<file path="src/rtl/core/uart_drb_pkg.sv">
// Shared types and constants of the UART dual ring buffer.
// Used by the channel interfaces, the control engine and the top level.
package uart_drb_pkg;

   localparam int RING_DEPTH = 256;
   localparam int PTR_W      = $clog2(RING_DEPTH);
   localparam int SIZE_W     = $clog2(RING_DEPTH + 1);
   localparam int BYTE_W     = 8;
   localparam int CMD_W      = 3;
   localparam int STATUS_W   = 3;
   localparam int COUNT_W    = 8;
   localparam int TALLY_W    = 32;
   localparam int NUM_TALLY  = 4;
   localparam int CSR_IDX_W  = 1;
   localparam int CSR_DATA_W = SIZE_W;

   localparam logic [CSR_IDX_W-1:0] CSR_RX_SIZE = 1'b0;
   localparam logic [CSR_IDX_W-1:0] CSR_TX_SIZE = 1'b1;

   typedef enum logic [CMD_W-1:0] {
      CMD_RX_BYTE    = 3'd0,
      CMD_TX_READY   = 3'd1,
      CMD_HOST_WRITE = 3'd2,
      CMD_HOST_READ  = 3'd3,
      CMD_RX_PURGE   = 3'd4
   } cmd_type;

   typedef enum logic [STATUS_W-1:0] {
      STS_OK         = 3'd0,
      STS_RX_FULL    = 3'd1,
      STS_RX_ERROR   = 3'd2,
      STS_READ_EMPTY = 3'd3,
      STS_WRITE_FULL = 3'd4,
      STS_TX_IDLE    = 3'd5
   } status_type;

   typedef enum logic {
      ST_IDLE,
      ST_RESP
   } state_type;

   typedef struct packed {
      logic [CMD_W-1:0]  command;
      logic [BYTE_W-1:0] line_byte;
      logic              framing_flag;
      logic              parity_flag;
      logic              noise_flag;
      logic              overrun_flag;
      logic [BYTE_W-1:0] host_byte;
   } req_beat_type;

   typedef struct packed {
      logic [STATUS_W-1:0] status;
      logic [BYTE_W-1:0]   read_byte;
      logic                send_valid;
      logic [BYTE_W-1:0]   send_byte;
      logic                tx_irq_enabled;
      logic [COUNT_W-1:0]  rx_used;
      logic [COUNT_W-1:0]  tx_free;
      logic [TALLY_W-1:0]  framing_errors;
      logic [TALLY_W-1:0]  parity_errors;
      logic [TALLY_W-1:0]  noise_errors;
      logic [TALLY_W-1:0]  overrun_errors;
   } rsp_beat_type;

   typedef struct packed {
      logic              rd_en;
      logic [PTR_W-1:0]  rd_addr;
      logic              wr_en;
      logic [PTR_W-1:0]  wr_addr;
      logic [BYTE_W-1:0] wr_data;
   } mem_req_type;

endpackage

</file>
<file path="src/rtl/core/uart_drb_if.sv">
// Valid/ready channel interfaces for request and response beats.
// Depends on uart_drb_pkg for the beat types.
interface uart_drb_req_if import uart_drb_pkg::*; ();
   logic         valid;
   logic         ready;
   req_beat_type data;

   modport source (output valid, output data, input ready);
   modport sink (input valid, input data, output ready);
endinterface

interface uart_drb_rsp_if import uart_drb_pkg::*; ();
   logic         valid;
   logic         ready;
   rsp_beat_type data;

   modport source (output valid, output data, input ready);
   modport sink (input valid, input data, output ready);
endinterface

</file>
<file path="src/rtl/core/uart_drb_ram.sv">
// Generic single-port-write, single-port-read RAM with a registered read.
// Stands alone; no package dependency.
module uart_drb_ram #(
   parameter int WIDTH = 8,
   parameter int DEPTH = 256
) (
   input  logic                     clock,
   input  logic                     wr_en,
   input  logic [$clog2(DEPTH)-1:0] wr_addr,
   input  logic [WIDTH-1:0]         wr_data,
   input  logic                     rd_en,
   input  logic [$clog2(DEPTH)-1:0] rd_addr,
   output logic [WIDTH-1:0]         rd_data
);

   logic [WIDTH-1:0] mem_ff [DEPTH];
   logic [WIDTH-1:0] rd_data_ff;

   always_ff @(posedge clock) begin
      if (wr_en) begin
         mem_ff[wr_addr] <= wr_data;
      end
      if (rd_en) begin
         rd_data_ff <= mem_ff[rd_addr];
      end
   end

   assign rd_data = rd_data_ff;

endmodule

</file>
<file path="src/rtl/core/uart_drb_ctrl.sv">
// Control engine: ring pointers, size registers, error tallies and the item sequencer.
// Depends on uart_drb_pkg; drives the two ring memories through mem_req_type.
module uart_drb_ctrl import uart_drb_pkg::*; (
   input  logic                  clock,
   input  logic                  reset,
   input  logic                  csr_write_enable,
   input  logic [CSR_IDX_W-1:0]  csr_index,
   input  logic [CSR_DATA_W-1:0] csr_write_data,
   input  logic                  req_valid,
   output logic                  req_ready,
   input  req_beat_type          req_data,
   output logic                  res_valid,
   input  logic                  res_take,
   output rsp_beat_type          res_data,
   output mem_req_type           rx_mem,
   input  logic [BYTE_W-1:0]     rx_rd_data,
   output mem_req_type           tx_mem,
   input  logic [BYTE_W-1:0]     tx_rd_data
);

   function automatic logic [SIZE_W-1:0] eff_size(input logic [SIZE_W-1:0] raw);
      logic [SIZE_W-1:0] res;
      if (raw < SIZE_W'(2)) begin
         res = SIZE_W'(2);
      end else if (raw > SIZE_W'(RING_DEPTH)) begin
         res = SIZE_W'(RING_DEPTH);
      end else begin
         res = raw;
      end
      return res;
   endfunction

   function automatic logic [PTR_W-1:0] advance(input logic [PTR_W-1:0] ptr,
                                                input logic [SIZE_W-1:0] size);
      logic [SIZE_W-1:0] nxt;
      nxt = SIZE_W'(ptr) + SIZE_W'(1);
      return (nxt >= size) ? '0 : nxt[PTR_W-1:0];
   endfunction

   function automatic logic [SIZE_W-1:0] used_count(input logic [PTR_W-1:0] head,
                                                    input logic [PTR_W-1:0] tail,
                                                    input logic [SIZE_W-1:0] size);
      logic [SIZE_W-1:0] res;
      if (head >= tail) begin
         res = SIZE_W'(head) - SIZE_W'(tail);
      end else begin
         res = SIZE_W'(head) + size - SIZE_W'(tail);
      end
      return res;
   endfunction

   function automatic logic [COUNT_W-1:0] sat_count(input logic [SIZE_W-1:0] value);
      return (value > SIZE_W'({COUNT_W{1'b1}})) ? '1 : value[COUNT_W-1:0];
   endfunction

   state_type           state_ff, state_in;
   logic [SIZE_W-1:0]   rx_size_ff, rx_size_in;
   logic [SIZE_W-1:0]   tx_size_ff, tx_size_in;
   logic [PTR_W-1:0]    rx_head_ff, rx_head_in;
   logic [PTR_W-1:0]    rx_tail_ff, rx_tail_in;
   logic [PTR_W-1:0]    tx_head_ff, tx_head_in;
   logic [PTR_W-1:0]    tx_tail_ff, tx_tail_in;
   logic [TALLY_W-1:0]  tally_ff [NUM_TALLY];
   logic [TALLY_W-1:0]  tally_in [NUM_TALLY];
   logic                tx_irq_ff, tx_irq_in;
   status_type          pend_status_ff, pend_status_in;
   logic                pend_read_ff, pend_read_in;
   logic                pend_send_ff, pend_send_in;

   logic                accept;
   logic [SIZE_W-1:0]   rx_eff;
   logic [SIZE_W-1:0]   tx_eff;
   logic [PTR_W-1:0]    rx_head_next;
   logic [PTR_W-1:0]    rx_tail_next;
   logic [PTR_W-1:0]    tx_head_next;
   logic [PTR_W-1:0]    tx_tail_next;
   logic                any_error;
   logic [NUM_TALLY-1:0] err_flags;

   assign accept       = req_valid && req_ready;
   assign rx_eff       = eff_size(rx_size_ff);
   assign tx_eff       = eff_size(tx_size_ff);
   assign rx_head_next = advance(rx_head_ff, rx_eff);
   assign rx_tail_next = advance(rx_tail_ff, rx_eff);
   assign tx_head_next = advance(tx_head_ff, tx_eff);
   assign tx_tail_next = advance(tx_tail_ff, tx_eff);
   assign err_flags    = {req_data.overrun_flag, req_data.noise_flag,
                          req_data.parity_flag, req_data.framing_flag};
   assign any_error    = |err_flags;

   always_comb begin
      rx_size_in     = rx_size_ff;
      tx_size_in     = tx_size_ff;
      rx_head_in     = rx_head_ff;
      rx_tail_in     = rx_tail_ff;
      tx_head_in     = tx_head_ff;
      tx_tail_in     = tx_tail_ff;
      tally_in       = tally_ff;
      tx_irq_in      = tx_irq_ff;
      pend_status_in = pend_status_ff;
      pend_read_in   = pend_read_ff;
      pend_send_in   = pend_send_ff;

      rx_mem         = '0;
      rx_mem.rd_addr = rx_tail_ff;
      rx_mem.wr_addr = rx_head_ff;
      rx_mem.wr_data = req_data.line_byte;
      tx_mem         = '0;
      tx_mem.rd_addr = tx_tail_ff;
      tx_mem.wr_addr = tx_head_ff;
      tx_mem.wr_data = req_data.host_byte;

      if (csr_write_enable) begin
         if (csr_index == CSR_RX_SIZE) begin
            rx_size_in = csr_write_data;
            rx_head_in = '0;
            rx_tail_in = '0;
         end else begin
            tx_size_in = csr_write_data;
            tx_head_in = '0;
            tx_tail_in = '0;
         end
      end else if (accept) begin
         pend_status_in = STS_OK;
         pend_read_in   = 1'b0;
         pend_send_in   = 1'b0;
         case (req_data.command)
            CMD_RX_BYTE: begin
               if (any_error) begin
                  for (int i = 0; i < NUM_TALLY; i++) begin
                     if (err_flags[i]) begin
                        tally_in[i] = tally_ff[i] + TALLY_W'(1);
                     end
                  end
                  pend_status_in = STS_RX_ERROR;
               end else if (rx_head_next == rx_tail_ff) begin
                  pend_status_in = STS_RX_FULL;
               end else begin
                  rx_mem.wr_en = 1'b1;
                  rx_head_in   = rx_head_next;
               end
            end
            CMD_TX_READY: begin
               if (tx_head_ff == tx_tail_ff) begin
                  tx_irq_in      = 1'b0;
                  pend_status_in = STS_TX_IDLE;
               end else begin
                  tx_mem.rd_en = 1'b1;
                  pend_send_in = 1'b1;
                  tx_tail_in   = tx_tail_next;
               end
            end
            CMD_HOST_WRITE: begin
               if (tx_head_next == tx_tail_ff) begin
                  pend_status_in = STS_WRITE_FULL;
               end else begin
                  tx_mem.wr_en = 1'b1;
                  tx_head_in   = tx_head_next;
                  tx_irq_in    = 1'b1;
               end
            end
            CMD_HOST_READ: begin
               if (rx_head_ff == rx_tail_ff) begin
                  pend_status_in = STS_READ_EMPTY;
               end else begin
                  rx_mem.rd_en = 1'b1;
                  pend_read_in = 1'b1;
                  rx_tail_in   = rx_tail_next;
               end
            end
            CMD_RX_PURGE: begin
               rx_head_in = '0;
               rx_tail_in = '0;
            end
            default: begin
               pend_status_in = STS_OK;
            end
         endcase
      end
   end

   always_comb begin
      state_in = state_ff;
      case (state_ff)
         ST_IDLE: begin
            if (accept) begin
               state_in = ST_RESP;
            end
         end
         ST_RESP: begin
            if (res_take) begin
               state_in = ST_IDLE;
            end
         end
         default: begin
            state_in = ST_IDLE;
         end
      endcase
   end

   always_comb begin
      req_ready = 1'b0;
      res_valid = 1'b0;
      case (state_ff)
         ST_IDLE: begin
            req_ready = 1'b1;
         end
         ST_RESP: begin
            res_valid = 1'b1;
         end
         default: begin
            req_ready = 1'b0;
         end
      endcase
   end

   always_comb begin
      res_data                = '0;
      res_data.status         = pend_status_ff;
      res_data.read_byte      = pend_read_ff ? rx_rd_data : '0;
      res_data.send_valid     = pend_send_ff;
      res_data.send_byte      = pend_send_ff ? tx_rd_data : '0;
      res_data.tx_irq_enabled = tx_irq_ff;
      res_data.rx_used        = sat_count(used_count(rx_head_ff, rx_tail_ff, rx_eff));
      res_data.tx_free        = sat_count(tx_eff - SIZE_W'(1)
                                          - used_count(tx_head_ff, tx_tail_ff, tx_eff));
      res_data.framing_errors = tally_ff[0];
      res_data.parity_errors  = tally_ff[1];
      res_data.noise_errors   = tally_ff[2];
      res_data.overrun_errors = tally_ff[3];
   end

   always_ff @(posedge clock) begin
      if (reset) begin
         state_ff   <= ST_IDLE;
         rx_size_ff <= SIZE_W'(RING_DEPTH);
         tx_size_ff <= SIZE_W'(RING_DEPTH);
         rx_head_ff <= '0;
         rx_tail_ff <= '0;
         tx_head_ff <= '0;
         tx_tail_ff <= '0;
         tx_irq_ff  <= 1'b1;
         for (int i = 0; i < NUM_TALLY; i++) begin
            tally_ff[i] <= '0;
         end
      end else begin
         state_ff   <= state_in;
         rx_size_ff <= rx_size_in;
         tx_size_ff <= tx_size_in;
         rx_head_ff <= rx_head_in;
         rx_tail_ff <= rx_tail_in;
         tx_head_ff <= tx_head_in;
         tx_tail_ff <= tx_tail_in;
         tx_irq_ff  <= tx_irq_in;
         tally_ff   <= tally_in;
      end
   end

   always_ff @(posedge clock) begin
      pend_status_ff <= pend_status_in;
      pend_read_ff   <= pend_read_in;
      pend_send_ff   <= pend_send_in;
   end

   // Pointers must stay inside the configured ring.
   assert property (@(posedge clock) disable iff (reset)
      SIZE_W'(rx_head_ff) < rx_eff && SIZE_W'(rx_tail_ff) < rx_eff)
      else $error("receive pointer outside ring");

   assert property (@(posedge clock) disable iff (reset)
      SIZE_W'(tx_head_ff) < tx_eff && SIZE_W'(tx_tail_ff) < tx_eff)
      else $error("transmit pointer outside ring");

   // A store into the transmit ring never overruns its tail.
   assert property (@(posedge clock) disable iff (reset)
      tx_mem.wr_en |-> tx_head_next != tx_tail_ff)
      else $error("transmit ring overwritten while full");

   // Memory reads are issued only when an item is taken, and the result follows.
   assert property (@(posedge clock) disable iff (reset)
      (rx_mem.rd_en || tx_mem.rd_en) |-> accept)
      else $error("ring read outside an accepted beat");

   assert property (@(posedge clock) disable iff (reset)
      accept |=> res_valid)
      else $error("accepted beat produced no result");

endmodule

</file>
<file path="src/rtl/core/uart_drb_ring_buffer_top.sv">
// A request beat accepted on the request channel has its response registered in the control engine
// and then in the response register before it is offered; a stalled response channel holds it there.
// No new request beat is taken until the last response has passed into the response register.
// Reset (synchronous, active high): both ring sizes 256, all pointers and error
// counts zero, transmit interrupt enable set; the ring memories are not cleared.
module uart_dual_ring_buffer_top import uart_drb_pkg::*; (
   input  logic                  clock,
   input  logic                  reset,
   uart_drb_req_if.sink          req_chan,
   uart_drb_rsp_if.source        rsp_chan,
   input  logic                  csr_write_enable,
   input  logic [CSR_IDX_W-1:0]  csr_index,
   input  logic [CSR_DATA_W-1:0] csr_write_data
);

   mem_req_type          rx_mem;
   mem_req_type          tx_mem;
   logic [BYTE_W-1:0]    rx_rd_data;
   logic [BYTE_W-1:0]    tx_rd_data;
   logic                 res_valid;
   logic                 res_take;
   rsp_beat_type         res_data;
   logic                 req_ready;
   logic                 rsp_valid_ff, rsp_valid_in;
   rsp_beat_type         rsp_data_ff;

   uart_drb_ctrl u_ctrl (
      .clock            (clock),
      .reset            (reset),
      .csr_write_enable (csr_write_enable),
      .csr_index        (csr_index),
      .csr_write_data   (csr_write_data),
      .req_valid        (req_chan.valid),
      .req_ready        (req_ready),
      .req_data         (req_chan.data),
      .res_valid        (res_valid),
      .res_take         (res_take),
      .res_data         (res_data),
      .rx_mem           (rx_mem),
      .rx_rd_data       (rx_rd_data),
      .tx_mem           (tx_mem),
      .tx_rd_data       (tx_rd_data)
   );

   uart_drb_ram #(.WIDTH(BYTE_W), .DEPTH(RING_DEPTH)) u_rx_ram (
      .clock   (clock),
      .wr_en   (rx_mem.wr_en),
      .wr_addr (rx_mem.wr_addr),
      .wr_data (rx_mem.wr_data),
      .rd_en   (rx_mem.rd_en),
      .rd_addr (rx_mem.rd_addr),
      .rd_data (rx_rd_data)
   );

   uart_drb_ram #(.WIDTH(BYTE_W), .DEPTH(RING_DEPTH)) u_tx_ram (
      .clock   (clock),
      .wr_en   (tx_mem.wr_en),
      .wr_addr (tx_mem.wr_addr),
      .wr_data (tx_mem.wr_data),
      .rd_en   (tx_mem.rd_en),
      .rd_addr (tx_mem.rd_addr),
      .rd_data (tx_rd_data)
   );

   assign req_chan.ready = req_ready;
   assign res_take       = res_valid && (!rsp_valid_ff || rsp_chan.ready);

   always_comb begin
      rsp_valid_in = rsp_valid_ff;
      if (res_take) begin
         rsp_valid_in = 1'b1;
      end else if (rsp_chan.ready) begin
         rsp_valid_in = 1'b0;
      end
   end

   always_ff @(posedge clock) begin
      if (reset) begin
         rsp_valid_ff <= 1'b0;
      end else begin
         rsp_valid_ff <= rsp_valid_in;
      end
   end

   always_ff @(posedge clock) begin
      if (res_take) begin
         rsp_data_ff <= res_data;
      end
   end

   assign rsp_chan.valid = rsp_valid_ff;
   assign rsp_chan.data  = rsp_data_ff;

endmodule
</file>
<file path="src/flat_wrapper.sv">
// flat-port wrapper written by rule: the top's interface ports become plain ports
module uart_dual_ring_buffer_top_flat import uart_drb_pkg::*;
  (clock, reset, csr_write_enable, csr_index, csr_write_data, req_chan_valid, req_chan_data, req_chan_ready, rsp_chan_valid, rsp_chan_data, rsp_chan_ready);
  uart_drb_req_if req_chan_i ();
  uart_drb_rsp_if rsp_chan_i ();
  input  logic clock;
  input  logic reset;
  input  logic csr_write_enable;
  input  logic [CSR_IDX_W-1:0] csr_index;
  input  logic [CSR_DATA_W-1:0] csr_write_data;
  input wire logic [$bits(req_chan_i.valid)-1:0] req_chan_valid;
  input wire logic [$bits(req_chan_i.data)-1:0] req_chan_data;
  output wire logic [$bits(req_chan_i.ready)-1:0] req_chan_ready;
  output wire logic [$bits(rsp_chan_i.valid)-1:0] rsp_chan_valid;
  output wire logic [$bits(rsp_chan_i.data)-1:0] rsp_chan_data;
  input wire logic [$bits(rsp_chan_i.ready)-1:0] rsp_chan_ready;
  assign req_chan_i.valid = req_chan_valid;
  assign req_chan_i.data = req_chan_data;
  assign req_chan_ready = req_chan_i.ready;
  assign rsp_chan_valid = rsp_chan_i.valid;
  assign rsp_chan_data = rsp_chan_i.data;
  assign rsp_chan_i.ready = rsp_chan_ready;
  uart_dual_ring_buffer_top u_core (.clock(clock), .reset(reset), .req_chan(req_chan_i), .rsp_chan(rsp_chan_i), .csr_write_enable(csr_write_enable), .csr_index(csr_index), .csr_write_data(csr_write_data));
endmodule
</file>
<file path="config.mk">
export PLATFORM = sky130hd
export DESIGN_NAME = uart_dual_ring_buffer_top_flat
export DESIGN_NICKNAME = d
export VERILOG_FILES = /design/src/rtl/core/uart_drb_pkg.sv /design/src/rtl/core/uart_drb_if.sv /design/src/rtl/core/uart_drb_ram.sv /design/src/rtl/core/uart_drb_ctrl.sv /design/src/rtl/core/uart_drb_ring_buffer_top.sv /design/src/flat_wrapper.sv
export SDC_FILE = /design/constraint.sdc
export NUM_CORES = 2
export LEC_CHECK = 0
export ABC_AREA = 0
export ABC_CLOCK_PERIOD_IN_PS = 8300
export BUFFER_PORTS_ARGS = -buffer_cell sky130_fd_sc_hd__buf_2
export CAP_MARGIN = 5
export CORE_MARGIN = 10
export CORE_UTILIZATION = 55
export CTS_BUF_LIST = sky130_fd_sc_hd__clkbuf_8
export DETAILED_ROUTE_END_ITERATION = 7
export HOLD_SLACK_MARGIN = 0.1
export PLACE_DENSITY_LB_ADDON = 0.2
export SKIP_CTS_REPAIR_TIMING = 1
export SYNTH_ARGS = -nofsm -noshare
export SYNTH_HDL_FRONTEND = slang
export SYNTH_SLANG_ARGS = --single-unit
</file>
<file path="constraint.sdc">
create_clock -name clock -period 8.3 [get_ports clock]
set_clock_uncertainty 0.1 [all_clocks]
set_input_delay 0 -clock clock [delete_from_list [all_inputs] [get_ports clock]]
set_output_delay 0 -clock clock [all_outputs]
set_load 0.005 [all_outputs]
</file>
**Word level (Yosys, flattened, before mapping)**

Memory sizes are Yosys's and may differ from the RTL's. A register that Yosys moved wholly into a read port is not among the register bits.
Index checks and enable logic that the tools add are counted.

- Memories: 2
- Word-level logic and storage cells: 168
- Output and inout bits: 167
- Bits of input ports: 38
- RAM bits: 4096
- Bits in registers: 351

Memory list:

| memory | words | width | read ports | clocked after Yosys merged registers in | wr ports | RTL line | source |
|---|---|---|---|---|---|---|---|
| u_core.u_rx_ram.mem_ff | 256 | 8 | 1 | 1 | 1 | uart_drb_ram.sv:16 | `logic [WIDTH-1:0] mem_ff [DEPTH];` |
| u_core.u_tx_ram.mem_ff | 256 | 8 | 1 | 1 | 1 | uart_drb_ram.sv:16 |  |

- Reduce and logical (&&, ||, !) cells: 25
- Equal/unequal tests: 17
- $add $sub $neg: 16
- $lt $le $gt $ge: 12
- Muxes and demuxes: 66
- Bitwise logic cells: 3

Operators by type and width:

| kind | count |
|---|---|
| $mux W8 | 21 |
| $add A32 B1 Y32 const B | 4 |
| $mux W9 | 6 |
| $add A8 B1 Y9 const B | 4 |
| $ge A9 B9 Y1 | 4 |
| $eq A8 B8 Y1 | 4 |
| $pmux W8 S2 | 2 |
| $mux W1 | 30 |
| $reduce_and A5 Y1 | 6 |
| $add A8 B9 Y9 | 2 |
| $gt A9 B8 Y1 const B | 2 |
| $gt A9 B9 Y1 const B | 2 |
| $lt A9 B2 Y1 const B | 2 |
| $sub A8 B8 Y9 | 2 |
| $sub A9 B8 Y9 | 2 |
| $ge A8 B8 Y1 | 2 |
| $pmux W3 S4 | 1 |
| $reduce_and A4 Y1 | 3 |
| $ne A2 B2 Y1 const B | 5 |
| $reduce_bool A2 Y1 | 5 |
| $ne A3 B3 Y1 const B | 3 |
| $sub A9 B1 Y9 const B | 1 |
| $sub A9 B9 Y9 | 1 |
| $eq A3 B2 Y1 const B | 2 |
| other kinds (14) | 23 |

**Longest topological paths before layout**

- Depth in word-level cells: 13
- Depth in mapped cells: 21

**Cells and area by module**

Synthesis repeated with hierarchy kept, for this count alone.

- Cell total of the unflattened synthesis: 9094
- Area, all modules: 176231.5 sq um

By module, submodules not included:

| module | times used | cells an instance | area each (sq um) | seq. area each (sq um) |
|---|---|---|---|---|
| uart_drb_ram | 2 | 3733 | 79636.4 | 61739.2 |
| uart_drb_ctrl | 1 | 1458 | 11949.0 | 3753.6 |
| uart_dual_ring_buffer_top | 1 | 170 | 5009.8 | 4974.8 |

**Worst setup path after synthesis**

No wires, ideal clock.

- Path kind: register -> register
- Start: register u_core.u_ctrl.state_ff
- End: register u_core.rsp_data_ff (netlist bit u_core.rsp_chan.data[0]) (enable)
- Clock period less this slack: 9251 ps
- Stages on the path, launching flop included: 3
- Data arrival time: 8404 ps
- Library setup time: 747 ps
- Path slack: -951 ps
- Path buffers: 0
- Data required time: 7453 ps
- Cell sequence: dfxtp_1 inv_1 a21oi_1

- Word-level cells in the longest chain between the ends: 2

Ends and longest elaborated chain:

| item | RTL line | source |
|---|---|---|
| start: declaration | uart_drb_ctrl.sv:56 | `state_type state_ff, state_in;` |
| start signal: assignment | uart_drb_ctrl.sv:247 | `state_ff <= state_in;` |
| $mux W1 | uart_drb_ctrl.sv:204 | `case (state_ff)` |
| $logic_and A1 B1 Y1 | uart_drb_ring_buffer_top.sv:66 | `assign res_take = res_valid && (!rsp_valid_ff \|\| rsp_chan.ready);` |
| net u_core.res_take | uart_drb_ring_buffer_top.sv:21 | `logic res_take;` |
| end signal: assignment | uart_drb_ring_buffer_top.sv:87 | `rsp_data_ff <= res_data;` |
| end: declaration | uart_drb_ring_buffer_top.sv:25 | `rsp_beat_type rsp_data_ff;` |

The timed path passes the listed nets, and every way through them passes these cells.
A chain may end at the register's enable or synchronous reset.

**Worst setup path after layout**

- Start: register u_core.u_ctrl.tx_head_ff[0]
- End: memory u_core.u_tx_ram.mem_ff[248][2] (enable)

- Word-level cells in the longest chain between the ends: 10

Ends and longest elaborated chain:

| item | RTL line | source |
|---|---|---|
| start: declaration | uart_drb_ctrl.sv:61 | `logic [PTR_W-1:0] tx_head_ff, tx_head_in;` |
| start signal: assignment | uart_drb_ctrl.sv:252 | `tx_head_ff <= tx_head_in;` |
| $add A8 B1 Y9 | uart_drb_ctrl.sv:36 | `nxt = SIZE_W'(ptr) + SIZE_W'(1);` |
| $ge A9 B9 Y1 | uart_drb_ctrl.sv:37 | `return (nxt >= size) ? '0 : nxt[PTR_W-1:0];` |
| $mux W8 | uart_drb_ctrl.sv:37 |  |
| $eq A8 B8 Y1 | uart_drb_ctrl.sv:154 | `if (tx_head_next == tx_tail_ff) begin` |
| $mux W1 | uart_drb_ctrl.sv:154 |  |
| $mux W1 | uart_drb_ctrl.sv:127 | `case (req_data.command)` |
| $mux W1 | uart_drb_ctrl.sv:123 | `end else if (accept) begin` |
| $mux W1 | uart_drb_ctrl.sv:113 | `if (csr_write_enable) begin` |
| $mux W1 | uart_drb_ram.sv:20 | `if (wr_en) begin` |
| $mux W1 (implied by the code) | uart_drb_ram.sv:21 | `mem_ff[wr_addr] <= wr_data;` |
| end: declaration | uart_drb_ram.sv:16 |  |

Several ways; a longest one is shown, not always the timed one.

==> impl_summary.md <==
Placement
The HPWL after detailed placement is 263 mm. The pre-CTS setup slack is 1580 ps. The placer's final routability congestion estimate is 0.907. The number of port buffers is 204.

Clock network
The number of H-tree levels is 6. The clock reaches the later pin of the worst-skew pair after 1240 ps. The cell chosen for the clock root is sky130_fd_sc_hd__clkbuf_8. TritonCTS created 691 clock buffers. The clock tree from TritonCTS is done. No sink is reached through more buffers than the 4 on the longest clock path.

The clock net in this run drives a total of 4,463 sinks. After clock tree synthesis, the clock-pin slew on the worst setup and hold paths is 70 ps.

Setup path
The worst setup path is of the flip-flop to flip-flop kind. On the critical path the largest part of the delay comes from simple AND/OR/NAND/NOR gates. STA classifies the critical path endpoint as a flip-flop. The start point of the critical path is u_core.u_ctrl.tx_head_ff[0]$_SDFFE_PP0P_.

Along the worst path, the maximum fanout reaches 17. The data required time of the critical path is 9000 ps. The number of buffers and inverters on the critical path is 0. For the worst setup path, the data arrival time is 7530 ps. The launching point of the worst reg2reg path is u_core.u_ctrl.tx_head_ff[0]$_SDFFE_PP0P_. The startpoint type of the worst setup path is a flip-flop. The slowest stage of the critical path belongs to the cell sky130_fd_sc_hd__nand3_2. The slack of the worst reg-to-reg path is 1470 ps. The endpoint identified for the worst register-to-register timing path is u_core.u_tx_ram.mem_ff[248][2]$_DFFE_PP_. The maximum cell stage delay along the critical path is 1090 ps. The critical path goes through ha_1 > nand3_1 > o21ai_0 > nand2_1 > ha_1 > and4_1 > o21ai_0 > o21ai_1 > o311a_1 > o22ai_1 > o21a_1 > nand3_2 > nor2_1. The worst register-to-register path has a depth of 13.

Global routing
In the global route stage, overall resource usage came out at 25.0%. The number of antenna violations at the first check in global routing is 21. The first global-routing pass estimated 627 mm of wire. The total congestion overflow is 0. The number of global-route vias before repair was 86,600. Entering global routing, the biggest net connects 163 pins.

STA
The total count of max-transition violations in the final report is 0. The slew at the pin closest to its max-slew limit is 1250 ps. The setup TNS after final layout is 0 ps. The worst pin sits at a relative slew slack of 16.5%. Setup violations remaining at the end of the flow were counted as 0. The final hold violation count is 0. Hold timing on the final database bottoms out at a slack of 125 ps. Setup repair after global routing left no endpoint under its margin. After layout, the worst path uses 82.3% of the clock period. The final critical delay including setup and external delays is 6830 ps. The worst setup margin is 1470 ps.

The upper clock frequency limit is 146 MHz.

Drt
In the detailed route, the total length drawn on met3 is 35.1 mm. After detailed routing, the average wire length per cell comes to 32.1 um. Detailed routing placed a total of 217 mm of wire on met2. The total number of vias is 86,400. The highest metal layer carrying signal wires in the routed design is met5. After detailed routing, the number of vias per cell comes to 6.34.

The total DRC errors in the routed layout is 0. In the final routing, the length of wire on met1 measures 169 mm. The starting DRC count in detailed routing is 9,678.

The number of antenna-violating nets in the routed design is 0. The detailed-router iteration count before antenna repair is 6. The detailed-route wire length is 437 mm.

Floorplanning
The die is 584 um tall. The full die area is 342,000 um2. In this run the count of I/O pins placed on the die edge is 205. The effective utilization at floorplan is 55.2%. The x dimension of the die is 584 um. The area inside the core boundary is 318,000 um2. The placement row count is 207.

Power and ir drop
The sequential share of power is 57.2%. Dividing total power by cell area gives a power density of 221 nW/um2. The logic gate share of total power is 1.8%. The switching portion of total power is 21.4%.

The power share of the clock group is 41.0%. The internal power of the cells totals 34.0 mW. IR analysis of the VDD net gives a maximum drop of 186 uV. For this design the total switching power over the nets is 9.25 mW. The leakage power is 60.4 nW.

Final layout
Cells with a size suffix above 1 make up 27.9% of the layout. Summing all multi-input logic gate instances after layout gives 40,800 um2. Once layout is complete, the utilization of the core stands at 61.6%.

The area of all sequential standard cells is 132,000 um2. The final-stage net count is 9,021. The layout has 21,600 filler cells. From synthesis to final layout, the design area changed by 11.6%.

Synth
The total of warnings raised by yosys is 0. After synthesis, the most frequently instantiated cells are 4,282 x sky130_fd_sc_hd__edfxtp_1, 1,344 x sky130_fd_sc_hd__mux4_2, 714 x sky130_fd_sc_hd__nor2_1. Counting flops with an async set or reset pin after synthesis yields a share of 0%.

After synthesis, flip-flops and latches occupy 75.4% of the total area. The flip-flop cell with the highest count after synthesis is sky130_fd_sc_hd__edfxtp_1. The synthesized netlist contains 80 unique library cells. The area share of the largest cell type after synthesis is 73.4%. The post-synthesis sequential element count is 4,463.

The mean cell area of the mapped netlist is 21.4 um2. The synthesized design contains 4,282 enable-type register cells. The synthesized netlist net count is 8,324. The synthesized cell area is 175,000 um2. By instance count, the leading cell after synthesis is sky130_fd_sc_hd__edfxtp_1. Yosys attributes the largest share of cell area to sky130_fd_sc_hd__edfxtp_1 73%, sky130_fd_sc_hd__mux4_2 17%, sky130_fd_sc_hd__dfxtp_1 2.1%. The number of instances in the synthesized netlist is 8,175. The largest total area in the synthesized netlist belongs to sky130_fd_sc_hd__edfxtp_1.

Flow run
Max-cap violations in this run came to 0.

Min path
The number of stages on the worst hold path is 7. The sink of the worst hold path is u_core.u_ctrl.res_data[70]$_SDFFE_PP0P_. The worst min-delay path startpoint is req_chan_data[21]. The worst hold path belongs to the class primary input to flip-flop.

Outcome
The run finished with clean final reports.
worst max-delay path by stage:
| stage | endpoint | slack, ps | cells after the start |
|---|---|---|---|
| floorplan | u_core.rsp_chan.data[0]$_DFFE_PP_ | 2590 | 1 |
| global placement | u_core.u_tx_ram.mem_ff[249][5]$_DFFE_PP_ | 1610 | 13 |
| detailed placement | u_core.u_tx_ram.mem_ff[56][5]$_DFFE_PP_ | 1580 | 13 |
| CTS | u_core.u_rx_ram.mem_ff[62][2]$_DFFE_PP_ | 1470 | 13 |
| global route | u_core.u_tx_ram.mem_ff[248][1]$_DFFE_PP_ | 1200 | 13 |
| finish | u_core.u_tx_ram.mem_ff[248][2]$_DFFE_PP_ | 1470 | 13 |
cell usage in the layout (no fill, tap or decap), types with 157 or more instances in the layout:
cell type,instances
sky130_fd_sc_hd__buf_2,187
sky130_fd_sc_hd__nand2_1,195
sky130_fd_sc_hd__mux4_2,1344
sky130_fd_sc_hd__clkinv_1,157
sky130_fd_sc_hd__inv_1,294
sky130_fd_sc_hd__clkbuf_8,717
sky130_fd_sc_hd__nor2_1,714
sky130_fd_sc_hd__edfxtp_1,4282
sky130_fd_sc_hd__dfxtp_1,173
power by group through the flow:
stage | Sequential, mW | Clock [mW] | Combinational (mW)
floorplan | 25.2 | 0 | 0.142
global placement | 25.2 | 0 | 0.710
detailed placement | 25.2 | 0 | 0.719
CTS | 24.8 | 18.0 | 0.717
global route | 24.7 | 19.1 | 0.832
finish | 24.8 | 17.7 | 0.780
logic make-up (layout without fill, tap and decap cells):
kind of cell             after synthesis  in the layout  share of synthesized area (%)
XOR/XNOR                             160            160                          0.815
other                                  0              9                              0
AND/OR/NAND/NOR                     1269           1269                           3.21
multiplexers                        1351           1351                           17.3
AO/OA/AOI/OAI                        283            283                           1.06
buffers and inverters                538           1796                           1.29
flip-flops                          4463           4463                           75.4
adder cells (fa/ha/maj)              111            111                          0.874
state kept, by name, indices dropped and copies added, names as in the netlist:
signal	cells
u_core.u_ctrl.rx_tail_ff	8
u_core.u_tx_ram.mem_ff	2048
u_core.u_ctrl.pend_status_ff	3
u_core.u_ctrl.tx_tail_ff	8
u_core.u_rx_ram.mem_ff	2048
u_core.u_tx_ram.rd_data	8
u_core.u_ctrl.pend_read_ff	1
u_core.rsp_chan.data	165
u_core.u_rx_ram.rd_data	8
u_core.u_ctrl.tx_head_ff	8
u_core.u_ctrl.rx_head_ff	8
u_core.u_ctrl.res_data	128
u_core.u_ctrl.pend_send_ff	1
u_core.u_ctrl.tx_size_ff	9
u_core.u_ctrl.tx_irq_ff	1
u_core.rsp_chan.valid	1
u_core.u_ctrl.state_ff	1
u_core.u_ctrl.rx_size_ff	9
stage by stage:
stage	power, mW	cells	area [um2]
floorplan	25.4	8175	175000
global placement	25.9	12200	181000
detailed placement	26.0	12200	181000
CTS	43.5	13500	194000
global route	44.7	13600	196000
finish	43.3	13600	196000
cell type report:
class	instances	area share, %
clock inverters	546	1.80
clock buffers	708	4.98
flip-flops and latches	4463	67.6
diodes	9	0.0115
repair buffers	434	1.86
multi-input cells	3174	20.9
well taps	4180	2.67
inverters	108	0.217
per-layer routing:
layer / global-route usage, % / up-vias
met5: 0 / -
met1: 35.0 / 45400
met2: 40.7 / 4733
met3: 4.34 / 779
met4: 8.42 / 10
li1: - / 35400
worst register-to-register path, stage by stage, from the launching register on:
cell and delay (ps):
sky130_fd_sc_hd__dfxtp_1 610, sky130_fd_sc_hd__ha_1 440, sky130_fd_sc_hd__nand3_1 300, sky130_fd_sc_hd__o21ai_0 430, sky130_fd_sc_hd__nand2_1 160, sky130_fd_sc_hd__ha_1 340
sky130_fd_sc_hd__and4_1 240, sky130_fd_sc_hd__o21ai_0 120, sky130_fd_sc_hd__o21ai_1 240, sky130_fd_sc_hd__o311a_1 410, sky130_fd_sc_hd__o22ai_1 270, sky130_fd_sc_hd__o21a_1 710
sky130_fd_sc_hd__nand3_2 1100, sky130_fd_sc_hd__nor2_1 960
No activity file was read; power rests on OpenSTA's default activity.
